### config.mk
export PLATFORM = sky130hd
export DESIGN_NAME = led_matrix_frame_scan_unit
export DESIGN_NICKNAME = d
export VERILOG_FILES = /design/src/hw/rtl/lmfs_pkg.sv /design/src/hw/rtl/lmfs_front.sv /design/src/hw/rtl/lmfs_cmd_queue.sv /design/src/hw/rtl/lmfs_back.sv /design/src/hw/rtl/led_matrix_frame_scan_unit.sv
export SDC_FILE = /design/constraint.sdc
export NUM_CORES = 1
export LEC_CHECK = 0
export ABC_AREA = 0
export BUFFER_PORTS_ARGS = -buffer_cell sky130_fd_sc_hd__buf_2
export CAP_MARGIN = 20
export CORE_MARGIN = 10
export CORE_UTILIZATION = 55
export DETAILED_ROUTE_END_ITERATION = 8
export PLACE_DENSITY = 0.73
export SETUP_SLACK_MARGIN = 0.5
export SLEW_MARGIN = 25
export SYNTH_ARGS = -nofsm -noshare
export SYNTH_HDL_FRONTEND = slang
export SYNTH_HIERARCHICAL = 1
export SYNTH_SLANG_ARGS = --single-unit
### constraint.sdc
create_clock -name clk -period 4 [get_ports clk]
set_clock_uncertainty 0.2 [all_clocks]
set_input_delay 1 -clock clk [delete_from_list [all_inputs] [get_ports clk]]
set_output_delay 1 -clock clk [all_outputs]
set_load 0.01 [all_outputs]
### src/hw/rtl/lmfs_pkg.sv
// ----------------------------------------------------------------------------
// lmfs_pkg
// Shared types and constants for the LED matrix frame scan unit.
// ----------------------------------------------------------------------------
`default_nettype none

package lmfs_pkg;

    // Matrix geometry. ROWS may be 1 to 8; a row always holds eight columns.
    localparam int ROWS        = 8;
    localparam int COLS        = 8;
    localparam int ROW_IDX_W   = (ROWS > 1) ? $clog2(ROWS) : 1;
    localparam logic [ROW_IDX_W-1:0] ROW_LAST = ROW_IDX_W'(ROWS - 1);

    // Command queue between front and back
    localparam int QUEUE_DEPTH = 2;
    localparam int QPTR_W      = (QUEUE_DEPTH > 1) ? $clog2(QUEUE_DEPTH) : 1;
    localparam int QCNT_W      = $clog2(QUEUE_DEPTH + 1);

    typedef enum logic [3:0] {
        FUNC_PIXEL_ON  = 4'd0,
        FUNC_PIXEL_OFF = 4'd1,
        FUNC_ALL_ON    = 4'd2,
        FUNC_ALL_OFF   = 4'd3,
        FUNC_ROW_ON    = 4'd4,
        FUNC_ROW_OFF   = 4'd5,
        FUNC_COL_ON    = 4'd6,
        FUNC_COL_OFF   = 4'd7,
        FUNC_LOAD_ROW  = 4'd8,
        FUNC_REFRESH   = 4'd9
    } func_t;

    typedef struct packed {
        func_t          func;
        logic [2:0]     col;
        logic [2:0]     row;
        logic [COLS-1:0] bits;
    } cmd_t;

    // Push side of the command queue
    typedef struct packed {
        logic push;
        cmd_t cmd;
    } q_wr_t;

    // Pop side of the command queue
    typedef struct packed {
        logic valid;
        cmd_t cmd;
    } q_rd_t;

endpackage

`default_nettype wire

### src/hw/rtl/lmfs_front.sv
// ----------------------------------------------------------------------------
// lmfs_front
// Accepts input words, drops those with no effect, queues the rest.
// ----------------------------------------------------------------------------
`default_nettype none

module lmfs_front (
    input  wire logic           in_valid,
    output logic                in_ready,
    input  wire logic [3:0]     func,
    input  wire logic [2:0]     col_index,
    input  wire logic [2:0]     row_index,
    input  wire logic [7:0]     row_bits,
    input  wire logic           q_full,
    output lmfs_pkg::q_wr_t     q_wr
);

    logic row_ok;
    logic keep;

    assign row_ok = ({1'b0, row_index} < 4'(lmfs_pkg::ROWS));

    always_comb
    begin
        case (lmfs_pkg::func_t'(func))
            lmfs_pkg::FUNC_PIXEL_ON,
            lmfs_pkg::FUNC_PIXEL_OFF,
            lmfs_pkg::FUNC_ROW_ON,
            lmfs_pkg::FUNC_ROW_OFF,
            lmfs_pkg::FUNC_LOAD_ROW:  keep = row_ok;
            lmfs_pkg::FUNC_ALL_ON,
            lmfs_pkg::FUNC_ALL_OFF,
            lmfs_pkg::FUNC_COL_ON,
            lmfs_pkg::FUNC_COL_OFF,
            lmfs_pkg::FUNC_REFRESH:   keep = 1'b1;
            default:                  keep = 1'b0;   // unused codes
        endcase
    end

    assign in_ready     = !q_full;
    assign q_wr.push    = in_valid && in_ready && keep;
    assign q_wr.cmd.func = lmfs_pkg::func_t'(func);
    assign q_wr.cmd.col  = col_index;
    assign q_wr.cmd.row  = row_index;
    assign q_wr.cmd.bits = row_bits;

endmodule

`default_nettype wire

### src/hw/rtl/lmfs_cmd_queue.sv
// ----------------------------------------------------------------------------
// lmfs_cmd_queue
// Short command FIFO between the front and back parts.
// ----------------------------------------------------------------------------
`default_nettype none

module lmfs_cmd_queue (
    input  wire logic           clk,
    input  wire logic           rst_n,
    input  wire lmfs_pkg::q_wr_t q_wr,
    output logic                q_full,
    output lmfs_pkg::q_rd_t     q_rd,
    input  wire logic           q_pop
);

    lmfs_pkg::cmd_t                 entry_reg [lmfs_pkg::QUEUE_DEPTH];
    logic [lmfs_pkg::QPTR_W-1:0]    wr_ptr_reg, wr_ptr_next;
    logic [lmfs_pkg::QPTR_W-1:0]    rd_ptr_reg, rd_ptr_next;
    logic [lmfs_pkg::QCNT_W-1:0]    count_reg, count_next;
    logic                           do_pop;

    assign q_full    = (count_reg == lmfs_pkg::QCNT_W'(lmfs_pkg::QUEUE_DEPTH));
    assign q_rd.valid = (count_reg != '0);
    assign q_rd.cmd   = entry_reg[rd_ptr_reg];
    assign do_pop     = q_pop && q_rd.valid;

    always_comb
    begin
        wr_ptr_next = wr_ptr_reg;
        rd_ptr_next = rd_ptr_reg;
        count_next  = count_reg;
        if (q_wr.push)
        begin
            wr_ptr_next = (wr_ptr_reg == lmfs_pkg::QPTR_W'(lmfs_pkg::QUEUE_DEPTH - 1))
                        ? '0 : wr_ptr_reg + 1'b1;
        end
        if (do_pop)
        begin
            rd_ptr_next = (rd_ptr_reg == lmfs_pkg::QPTR_W'(lmfs_pkg::QUEUE_DEPTH - 1))
                        ? '0 : rd_ptr_reg + 1'b1;
        end
        case ({q_wr.push, do_pop})
            2'b10:   count_next = count_reg + 1'b1;
            2'b01:   count_next = count_reg - 1'b1;
            default: count_next = count_reg;
        endcase
    end

    always_ff @(posedge clk or negedge rst_n)
    begin
        if (!rst_n)
        begin
            wr_ptr_reg <= '0;
            rd_ptr_reg <= '0;
            count_reg  <= '0;
        end
        else
        begin
            wr_ptr_reg <= wr_ptr_next;
            rd_ptr_reg <= rd_ptr_next;
            count_reg  <= count_next;
        end
    end

    always_ff @(posedge clk)
    begin
        if (q_wr.push)
        begin
            entry_reg[wr_ptr_reg] <= q_wr.cmd;
        end
    end

endmodule

`default_nettype wire

### src/hw/rtl/lmfs_back.sv
// ----------------------------------------------------------------------------
// lmfs_back
// Frame store, edit execution and row scan sequencer with output register.
// ----------------------------------------------------------------------------
`default_nettype none

module lmfs_back (
    input  wire logic                  clk,
    input  wire logic                  rst_n,
    input  wire lmfs_pkg::q_rd_t       q_rd,
    output logic                       q_pop,
    output logic                       out_valid,
    input  wire logic                  out_ready,
    output logic [7:0]                 column_drive,
    output logic [7:0]                 row_select,
    output logic                       last_row
);

    typedef enum logic {
        ST_IDLE,
        ST_SCAN
    } state_t;

    state_t                              state_reg;
    logic [lmfs_pkg::ROW_IDX_W-1:0]      scan_cnt_reg;
    logic [lmfs_pkg::COLS-1:0]           frame_reg  [lmfs_pkg::ROWS];
    logic [lmfs_pkg::COLS-1:0]           frame_next [lmfs_pkg::ROWS];
    logic                                out_valid_reg;
    logic [7:0]                          column_drive_reg;
    logic [7:0]                          row_select_reg;
    logic                                last_row_reg;
    logic [lmfs_pkg::COLS-1:0]           colmask;
    logic                                out_free;

    assign colmask  = 8'b1 << q_rd.cmd.col;
    assign out_free = !out_valid_reg || out_ready;
    assign q_pop    = (state_reg == ST_IDLE) && q_rd.valid;

    // Edit applied to every row in parallel; only hit rows change for row ops
    always_comb
    begin
        for (int r = 0; r < lmfs_pkg::ROWS; r++)
        begin
            logic hit;
            hit = (q_rd.cmd.row == 3'(r));
            frame_next[r] = frame_reg[r];
            case (q_rd.cmd.func)
                lmfs_pkg::FUNC_PIXEL_ON:  if (hit) frame_next[r] = frame_reg[r] | colmask;
                lmfs_pkg::FUNC_PIXEL_OFF: if (hit) frame_next[r] = frame_reg[r] & ~colmask;
                lmfs_pkg::FUNC_ALL_ON:    frame_next[r] = '1;
                lmfs_pkg::FUNC_ALL_OFF:   frame_next[r] = '0;
                lmfs_pkg::FUNC_ROW_ON:    if (hit) frame_next[r] = '1;
                lmfs_pkg::FUNC_ROW_OFF:   if (hit) frame_next[r] = '0;
                lmfs_pkg::FUNC_COL_ON:    frame_next[r] = frame_reg[r] | colmask;
                lmfs_pkg::FUNC_COL_OFF:   frame_next[r] = frame_reg[r] & ~colmask;
                lmfs_pkg::FUNC_LOAD_ROW:  if (hit) frame_next[r] = q_rd.cmd.bits;
                default:                  frame_next[r] = frame_reg[r];
            endcase
        end
    end

    always_ff @(posedge clk or negedge rst_n)
    begin
        if (!rst_n)
        begin
            state_reg        <= ST_IDLE;
            scan_cnt_reg     <= '0;
            out_valid_reg    <= 1'b0;
            column_drive_reg <= '0;
            row_select_reg   <= '0;
            last_row_reg     <= 1'b0;
            for (int r = 0; r < lmfs_pkg::ROWS; r++)
            begin
                frame_reg[r] <= '0;
            end
        end
        else
        begin
            // in scan the output register is reloaded whenever it frees up
            if (out_valid_reg && out_ready && (state_reg != ST_SCAN))
            begin
                out_valid_reg <= 1'b0;
            end
            case (state_reg)
                ST_IDLE:
                begin
                    if (q_rd.valid)
                    begin
                        if (q_rd.cmd.func == lmfs_pkg::FUNC_REFRESH)
                        begin
                            scan_cnt_reg <= '0;
                            state_reg    <= ST_SCAN;
                        end
                        else
                        begin
                            frame_reg <= frame_next;
                        end
                    end
                end
                ST_SCAN:
                begin
                    if (out_free)
                    begin
                        out_valid_reg    <= 1'b1;
                        column_drive_reg <= ~frame_reg[scan_cnt_reg];
                        row_select_reg   <= 8'b1 << scan_cnt_reg;
                        last_row_reg     <= (scan_cnt_reg == lmfs_pkg::ROW_LAST);
                        if (scan_cnt_reg == lmfs_pkg::ROW_LAST)
                        begin
                            state_reg <= ST_IDLE;
                        end
                        else
                        begin
                            scan_cnt_reg <= scan_cnt_reg + 1'b1;
                        end
                    end
                end
                default:
                begin
                    state_reg <= ST_IDLE;
                end
            endcase
        end
    end

    assign out_valid    = out_valid_reg;
    assign column_drive = column_drive_reg;
    assign row_select   = row_select_reg;
    assign last_row     = last_row_reg;

endmodule

`default_nettype wire

### src/hw/rtl/led_matrix_frame_scan_unit.sv
// ----------------------------------------------------------------------------
// led_matrix_frame_scan_unit
// 8x8 LED frame store with edit commands and row-by-row refresh output.
// ----------------------------------------------------------------------------
//  channel | handshake            | payload
//  --------+----------------------+-------------------------------------------
//  input   | in_valid / in_ready  | func, col_index, row_index, row_bits
//  output  | out_valid / out_ready| column_drive, row_select, last_row
//
//  The back part applies an edit word as it dequeues it; a refresh is dequeued
//  and then drives the ROWS rows (8) in turn, set by the scan counter.
//  A two-entry command queue lets the front keep accepting while a scan runs.
//  Reset clears the frame store to all pixels off and empties the queue.
//  A stalled output holds the scan; edits queued behind a refresh wait for it.
// ----------------------------------------------------------------------------
`default_nettype none

module led_matrix_frame_scan_unit (
    input  wire logic        clk,
    input  wire logic        rst_n,
    input  wire logic        in_valid,
    output logic             in_ready,
    input  wire logic [3:0]  func,
    input  wire logic [2:0]  col_index,
    input  wire logic [2:0]  row_index,
    input  wire logic [7:0]  row_bits,
    output logic             out_valid,
    input  wire logic        out_ready,
    output logic [7:0]       column_drive,
    output logic [7:0]       row_select,
    output logic             last_row
);

    lmfs_pkg::q_wr_t q_wr;
    lmfs_pkg::q_rd_t q_rd;
    logic            q_full;
    logic            q_pop;

    lmfs_front u_front (
        .in_valid  (in_valid),
        .in_ready  (in_ready),
        .func      (func),
        .col_index (col_index),
        .row_index (row_index),
        .row_bits  (row_bits),
        .q_full    (q_full),
        .q_wr      (q_wr)
    );

    lmfs_cmd_queue u_queue (
        .clk    (clk),
        .rst_n  (rst_n),
        .q_wr   (q_wr),
        .q_full (q_full),
        .q_rd   (q_rd),
        .q_pop  (q_pop)
    );

    lmfs_back u_back (
        .clk          (clk),
        .rst_n        (rst_n),
        .q_rd         (q_rd),
        .q_pop        (q_pop),
        .out_valid    (out_valid),
        .out_ready    (out_ready),
        .column_drive (column_drive),
        .row_select   (row_select),
        .last_row     (last_row)
    );

    a_no_push_when_full: assert property (@(posedge clk) disable iff (!rst_n)
        q_full |-> !q_wr.push)
        else $error("command pushed into full queue");

    a_row_select_onehot: assert property (@(posedge clk) disable iff (!rst_n)
        out_valid |-> $onehot(row_select))
        else $error("row select not one-hot");

    a_last_row_matches: assert property (@(posedge clk) disable iff (!rst_n)
        out_valid |-> (last_row == row_select[lmfs_pkg::ROWS-1]))
        else $error("last row flag does not match row select");

endmodule

`default_nettype wire
==> results of run 1 <==
## cell usage in the layout, fill, tap and decap left out, drive strengths merged, types with 5 or more instances in the layout
cell type,n
and3b,7
ha,7
nor2,29
o311ai,8
nor3,28
clkbuf,21
a22o,28
o221a,6
or3,7
nand2b,18
nor3b,6
o22ai,5
o31ai,5
a211oi,6
dfrtp,89
buf,55
edfxtp,36
a21oi,12
o22a,12
nand2,22
clkinv,7
inv,12
o211a,13
a2bb2oi,5
mux2,21
o311a,7
mux4,16
o21ai,67
or3b,6
## cell families (layout without fill, tap and decap cells)
group,count (synthesis),count (layout),share of synthesized area [%]
AO/OA/AOI/OAI,185,185,20.1
buffers and inverters,68,98,5.33
multiplexers,37,37,9.53
AND/OR/NAND/NOR,150,150,12.9
flip-flops,125,125,50.0
XOR/XNOR,6,6,0.794
adder cells (fa/ha/maj),7,7,1.32
## per-layer routing
| metal | vias up | share of wire [%] | GRT usage, % |
|---|---|---|---|
| met5 | - | 0 | 0 |
| met4 | 0 | 3.3 | 9.19 |
| met3 | 38 | 7.8 | 6.00 |
| met2 | 186 | 44 | 27.6 |
| met1 | 2359 | 45 | 25.5 |
| li1 | 2232 | - | - |
## cell type report
class	count	area share (%)
Clock buffer	21	6.34
Clock inverter	11	1.85
Inverter	11	0.555
Multi-Input combinational cell	385	39.9
Sequential cell	125	44.5
Tap cell	143	2.41
Timing Repair Buffer	55	4.41
## how the worst max path moves through the flow
stage | start | endpoint | slack [ps] | depth (start not counted)
after floorplan | u_queue/rd_ptr_reg | u_back/frame_reg[9] | 1150 | 10
after global placement | u_queue/rd_ptr_reg | u_back/frame_reg[62] | 770 | 6
after detailed placement | u_queue/rd_ptr_reg | u_back/frame_reg[62] | 690 | 6
after CTS | u_queue/rd_ptr_reg | u_back/frame_reg[58] | 700 | 6
after global routing | u_queue/rd_ptr_reg | u_back/frame_reg[58] | 520 | 6
final | u_queue/rd_ptr_reg | u_back/frame_reg[59] | 670 | 6
## power breakdown
group / switching, mW / internal, mW
Sequential: 0.349 / 1.80
Combinational: 1.67 / 1.27
Clock: 0.541 / 1.03
## per-stage QoR
stage / area [sq um] / hold slack (ps) / setup WS (ps)
6_report: 7430 / 271 / 675
5_1_grt: 7430 / 302 / 524
4_1_cts: 7430 / 278 / 700
3_3_place_gp: 6820 / 256 / 765
3_5_place_dp: 6820 / 265 / 693
2_1_floorplan: 6620 / 254 / 1150
## critical path, stage by stage (launching register included)
cell     delay (ps)
dfrtp_1         530
buf_4           290
mux2_4          410
or4b_1          750
and4_1          430
or3_1           410
a22o_1          180
==> run summary, run 1 <==
The run finished with clean final reports. The logs give 4 for the CTS H-tree depth and 6.66 mW for the power after layout. Once the clock tree was built, the resizer swapped 0 gates to a different size.

Counting flops and latches in the post-synthesis netlist gives 125. After synthesis, the most frequently instantiated cells are dfrtp_1 (89), o21ai_0 (64), edfxtp_1 (36), nor2_1 (29). TritonCTS built the clock tree.

The largest buffer count on any clock path was 2; the CTS clock-pin slew for the worst setup and hold paths was 50 ps. Post-synthesis cell type with the largest combined area: dfrtp_1. The worst path uses 83.1% of the clock period. The die outline width is 130 um.

The logs give 90 for the pin count of the biggest net entering global routing and 670 ps for the register-to-register path setup slack. The critical path class was flip-flop to flip-flop. In this run the post-CTS setup repair buffer count came out at 0. The worst hold path terminates at u_back/column_drive[5]. The initial core utilization was 57.0%; the arrival time at the worst endpoint was 3430 ps. For this run, the number of standard cells in the final layout without fillers is 751. The detailed-router iteration count before antenna repair is 5. The tools report the total number of vias as 4815. The number of placed instances with taps included was 719. dfrtp_1 is the most common cell in the netlist.

The multi-input combinational cell area was 2970 sq um. Setup repair after global routing left no endpoint under its margin. The first routing iteration left 660 violations. The average cell area after synthesis works out to 11.4 sq um. The tools report the kind of capture point of the worst setup path as a flip-flop. 0 antenna diodes ended up in the layout. Clock latency on the worst-skew pair, taken at its later pin, is 410 ps.

Primary flip-flop cell chosen by synthesis mapping: dfrtp_1. The core area is 11600 sq um. The floorplan step defined a die boundary enclosing 16800 sq um. Sequential cells were found to cover 50.0% of the synthesized design area. Across the whole layout, storage elements account for 3310 sq um.

The total overflow left after global routing is 0. The tools report the startpoint of the most critical register-to-register path as u_queue/rd_ptr_reg. The logs give 0.877 for the global placement routability congestion and 6620 sq um for the synthesized area.

The endpoint identified for the worst register-to-register timing path is u_back/frame_reg[59]. The logs give 0.622 mV for the maximum vdd ir drop and 10300 um for the HPWL after detailed placement. The required time of the worst setup path is 4100 ps. Counting every sink on the clock net gives 125. The number of buffers inserted during clock tree synthesis is 17, and the number of buffers inserted for hold repair after clock tree synthesis is 0. The count of final hold-check violations was 0. The port buffer count came out at 40. The count of flip-flops with a built-in enable after synthesis works out to 36. Of all flip-flops after synthesis, the portion carrying an async set or reset was 71.2%.

Beginning of the worst hold path: u_back/column_drive[5]. Final count of negative-setup-slack endpoints: 0. The worst-margin pin slew works out to 1020 ps. In the post-synthesis netlist, the biggest area contributors are dfrtp_1 (34%), edfxtp_1 (16%), mux4_2 (5.4%). The worst hold path cell count was 2; the yosys synthesis warning count was 6. For this block, the routed nets add up to 15400 um of wire.

The detail route stage leaves a number of antenna-violating nets equal to 0. The tools report the count of pins on the block boundary as 41. Synthesis produced a netlist with a net count of 607. In the final timing run, aggregate negative setup slack is 0 ps.

The area growth from synthesis to layout is 12.4%. For the final cell utilization of the core, the log shows 64.0%. After filler insertion, the fill cell instance count of the layout stands at 912. The worst hold path belongs to the class flip-flop to flip-flop. The tools report the nature of the critical path startpoint as a flip-flop.

The initial antenna violation count is 0, and the synthesized instance count is 578. For this run, design rule violations remaining after detail routing come to 0. The first global-routing pass estimated 24900 um of wire. For the worst flop-to-flop path, the logic depth is 6. Reported leakage power: 3.24 nW. Global routing usage summed across all routing layers: 19.1%. The final-report max-slew violation count was 0.

Power spread over the standard cell area amounts to 896 nW/um^2. Site row count: 39. The remaining max-slew budget at the tightest pin was 31.8%; the area share of the leading cell type in the synthesized netlist was 33.7%. The flip-flop count of the largest register after layout is 64, and the number of vias per cell after detailed routing is 6.41.

The tools report the number of global-route vias before repair as 4731. The net total in the final layout was 624. The die is 130 um tall.

Clock tree root driver cell: clkbuf_16. The count of maximum capacitance violations was 0; the count of unique library cells instantiated by Yosys was 58. The per-cell routed wire length works out to 20.5 um. The maximum fanout along the worst path was 19. In the final layout, the share of cells above drive strength 1 is 23.2%. Clock period minus worst slack: 3330 ps.

Static timing analysis puts the maximum clock frequency at 301 MHz.
Power figures use the tool's default switching activity.
==> run 2, diff against run 1 <==
--- a/config.mk
+++ b/config.mk
@@ -11,7 +11,7 @@
 export CORE_MARGIN = 10
 export CORE_UTILIZATION = 55
 export DETAILED_ROUTE_END_ITERATION = 8
-export PLACE_DENSITY = 0.73
+export PLACE_DENSITY = 0.76
 export SETUP_SLACK_MARGIN = 0.5
 export SLEW_MARGIN = 25
 export SYNTH_ARGS = -nofsm -noshare
==> constraint.sdc (replaced) <==
create_clock -name clk -period 2.83 [get_ports clk]
set_clock_uncertainty 0.2 [all_clocks]
set_input_delay 0.7075 -clock clk [delete_from_list [all_inputs] [get_ports clk]]
set_output_delay 0.7075 -clock clk [all_outputs]
set_load 0.01 [all_outputs]
==> run summary, run 2 (synthesized netlist as in run 1, its figures left out) <==
The run finished with clean final reports. The die span in y came out at 130 um (unchanged). The share of the cycle needed by the critical path after routing is 91.9% (was 83.1%).

The area growth from synthesis to layout is 35.9% (was 12.4%). The detailed-router iteration count before antenna repair is 7 (was 5), and the detailed router's first-iteration violation count is 811 (was 660). The run gives 0.761 mV (was 0.622 mV) as the maximum vdd ir drop. The initial core utilization was 57.0% (unchanged); the global routing met1 resource utilization was 27.5% (was 25.5%). For the clock network latency to the later pin of the worst-skew pair, the log shows 420 ps (was 410 ps). The pin count of the biggest net entering global routing was 43 (was 90); the final-report max-slew violation count was 0 (unchanged). The minimum hold slack is 104 ps (was 271 ps).

The net total in the final layout was 697 (was 624). The tools report the sequential cell area in the final layout as 3310 sq um (unchanged). Setup repair after global routing could not meet its margin everywhere. The tools report the total number of vias as 5751 (was 4815). The worst-margin pin slew is 602 ps (was 1020 ps), and the total detailed-routing wirelength is 20600 um (was 15400 um). The core area is 11600 sq um (unchanged), and the antenna violation net count after detailed routing is 0 (unchanged). The clock tree root driver cell was clkbuf_16 (unchanged). The highest-utilization routing layer at the global route stage is met2 (unchanged). The HPWL after detailed placement was 11200 um (was 10300 um). The timing-limited maximum frequency is 384 MHz (was 301 MHz). The number of buffers inserted during clock tree synthesis was 17 (unchanged).

The arrival time at the worst endpoint was 2700 ps (was 3430 ps); the count of clock tree sinks was 125 (unchanged). Reported leakage power: 3.82 nW (was 3.24 nW). The flip-flop count of the largest register after layout works out to 64 (unchanged). The number of global-route vias before repair was 5271 (was 4731); the number of vias per cell after detailed routing was 6.99 (was 6.41). The fraction of layout cells with a size suffix above 1 came out at 45.4% (was 23.2%). The maximum fanout along the worst path was 37 (was 19). The commonest non-fill, non-tap cell in the layout was dfrtp_1 (unchanged). The largest buffer count on any clock path is 2 (unchanged). TritonCTS built the clock tree. The per-cell routed wire length was 25.1 um (was 20.5 um). The CTS clock-pin slew for the worst setup and hold paths was 60 ps (was 50 ps). The final cell utilization of the core is 77.4% (was 64.0%), and the site row count is 39 (unchanged). The tools report the count of final hold-check violations as 0 (unchanged). Commonest cells after routing, fill and taps aside: dfrtp_1 (88), buf_4 (55), buf_2 (40) (was dfrtp_1 (88), o21ai_0 (64), buf_2 (39)). The tools report the post-route non-filler standard cell count as 823 (was 751).

The final count of negative-setup-slack endpoints is 0 (unchanged). The class of the tightest hold or removal check was input pin to asynchronous set/reset pin (was flip-flop to flip-flop). Multi-input combinational cell area: 3800 sq um (was 2970 sq um). The global routing usage summed across all routing layers was 21.6% (was 19.1%); the port buffer count was 40 (unchanged). The clock period minus worst slack came out at 2600 ps (was 3330 ps). Global routing met3 resource utilization: 5.87% (was 6.00%). The count of maximum capacitance violations is 0 (unchanged), and the filler cell count in the final layout is 676 (was 912).

The count of pins on the block boundary is 41 (unchanged), and the antenna diode count is 0 (unchanged). The aggregate negative setup slack is 0 ps (unchanged), and the number of placed instances with taps included is 747 (was 719). The die outline width came out at 130 um (unchanged). The CTS H-tree depth came out at 4 (unchanged). The fraction of met2 tracks used by global routing was 33.7% (was 27.6%); the initial antenna violation count was 0 (unchanged). The required time of the worst setup path was 2930 ps (was 4100 ps); the global placement routability congestion was 0.892 (was 0.877). The remaining max-slew budget at the tightest pin was 59.8% (was 31.8%); the power density over the cells was 1310 nW/um^2 (was 896 nW/um^2). The total grt overflow was 0 (unchanged). The tools report the kind of capture point of the worst setup path as a flip-flop (unchanged). Wire length of the first global-routing pass: 28300 um (was 24900 um).

The nature of the critical path startpoint was a flip-flop (unchanged). The total DRC errors in the routed layout is 0 (unchanged). Critical path class: flip-flop to flip-flop (unchanged). The run gives 16800 sq um (unchanged) as the area of the die.
run 2: layout make-up:
| type | count | area share, % |
|---|---|---|
| multi-input cells | 387 | 42.3 |
| flip-flops and latches | 125 | 36.8 |
| repair buffers | 126 | 11.7 |
| clock buffers | 27 | 6.30 |
| well taps | 143 | 1.99 |
| clock inverters | 4 | 0.501 |
| inverters | 11 | 0.459 |
run 2: what timing repair did:
action | CTS | global route
endpoints found under the setup margin | 65 | 65
buffers inserted | 18 | 22
pin swaps | 31 | 57
gates cloned | 2 | 3
hold buffers | 0 | 0
gates resized for setup | 94 | 112
run 2: worst max-delay path, stage by stage, from the launching register on:
cell and delay [ps]:
dfrtp_2 460, mux2_4 360, buf_12 210, nor4b_4 160, buf_4 160, nor4_1 340, buf_4 270, nor3_2 70
o22a_1 220
run 2: path summary, 6_finish.rpt:
| check | cells after the start | endpoint | from | slack, ps |
|---|---|---|---|---|
| max | 8 | u_back/frame_reg[24] | u_queue/rd_ptr_reg | 230 |
| min | 1 | u_back/frame_reg[27] | rst_n | 100 |
| max reg2reg | 8 | u_back/frame_reg[24] | u_queue/rd_ptr_reg | 230 |
| min reg2reg | 2 | u_back/row_select[0] | u_back/row_select[0] | 270 |
| max in group asynchronous | 2 | u_back/frame_reg[36] | rst_n | 1670 |
| min in group clk | 2 | u_back/row_select[0] | u_back/row_select[0] | 270 |
run 2: power breakdown:
part / leakage [nW] / switching (mW) / internal (mW) / total, mW
sequential: 1.43 / 0.452 / 2.54 / 3.00
combinational: 2.09 / 3.57 / 2.96 / 6.54
clock: 0.305 / 0.762 / 1.45 / 2.21
total: 3.82 / 4.79 / 6.96 / 11.7
run 2: metal layers:
| layer | vias up | share of wire (%) |
|---|---|---|
| met1 | 2828 | 37 |
| met5 | - | 0 |
| met2 | 428 | 48 |
| met4 | 0 | 4.7 |
| met3 | 100 | 9.8 |
| li1 | 2395 | - |
run 2: per-stage QoR:
step	worst slack (ps)	total power, mW	cell area (sq um)
after floorplan	78.1	6.17	6750
after global placement	100	7.37	7130
after detailed placement	14.2	7.50	7130
after CTS	329	10.4	8260
after global routing	192	12.3	8990
final	228	11.7	8990
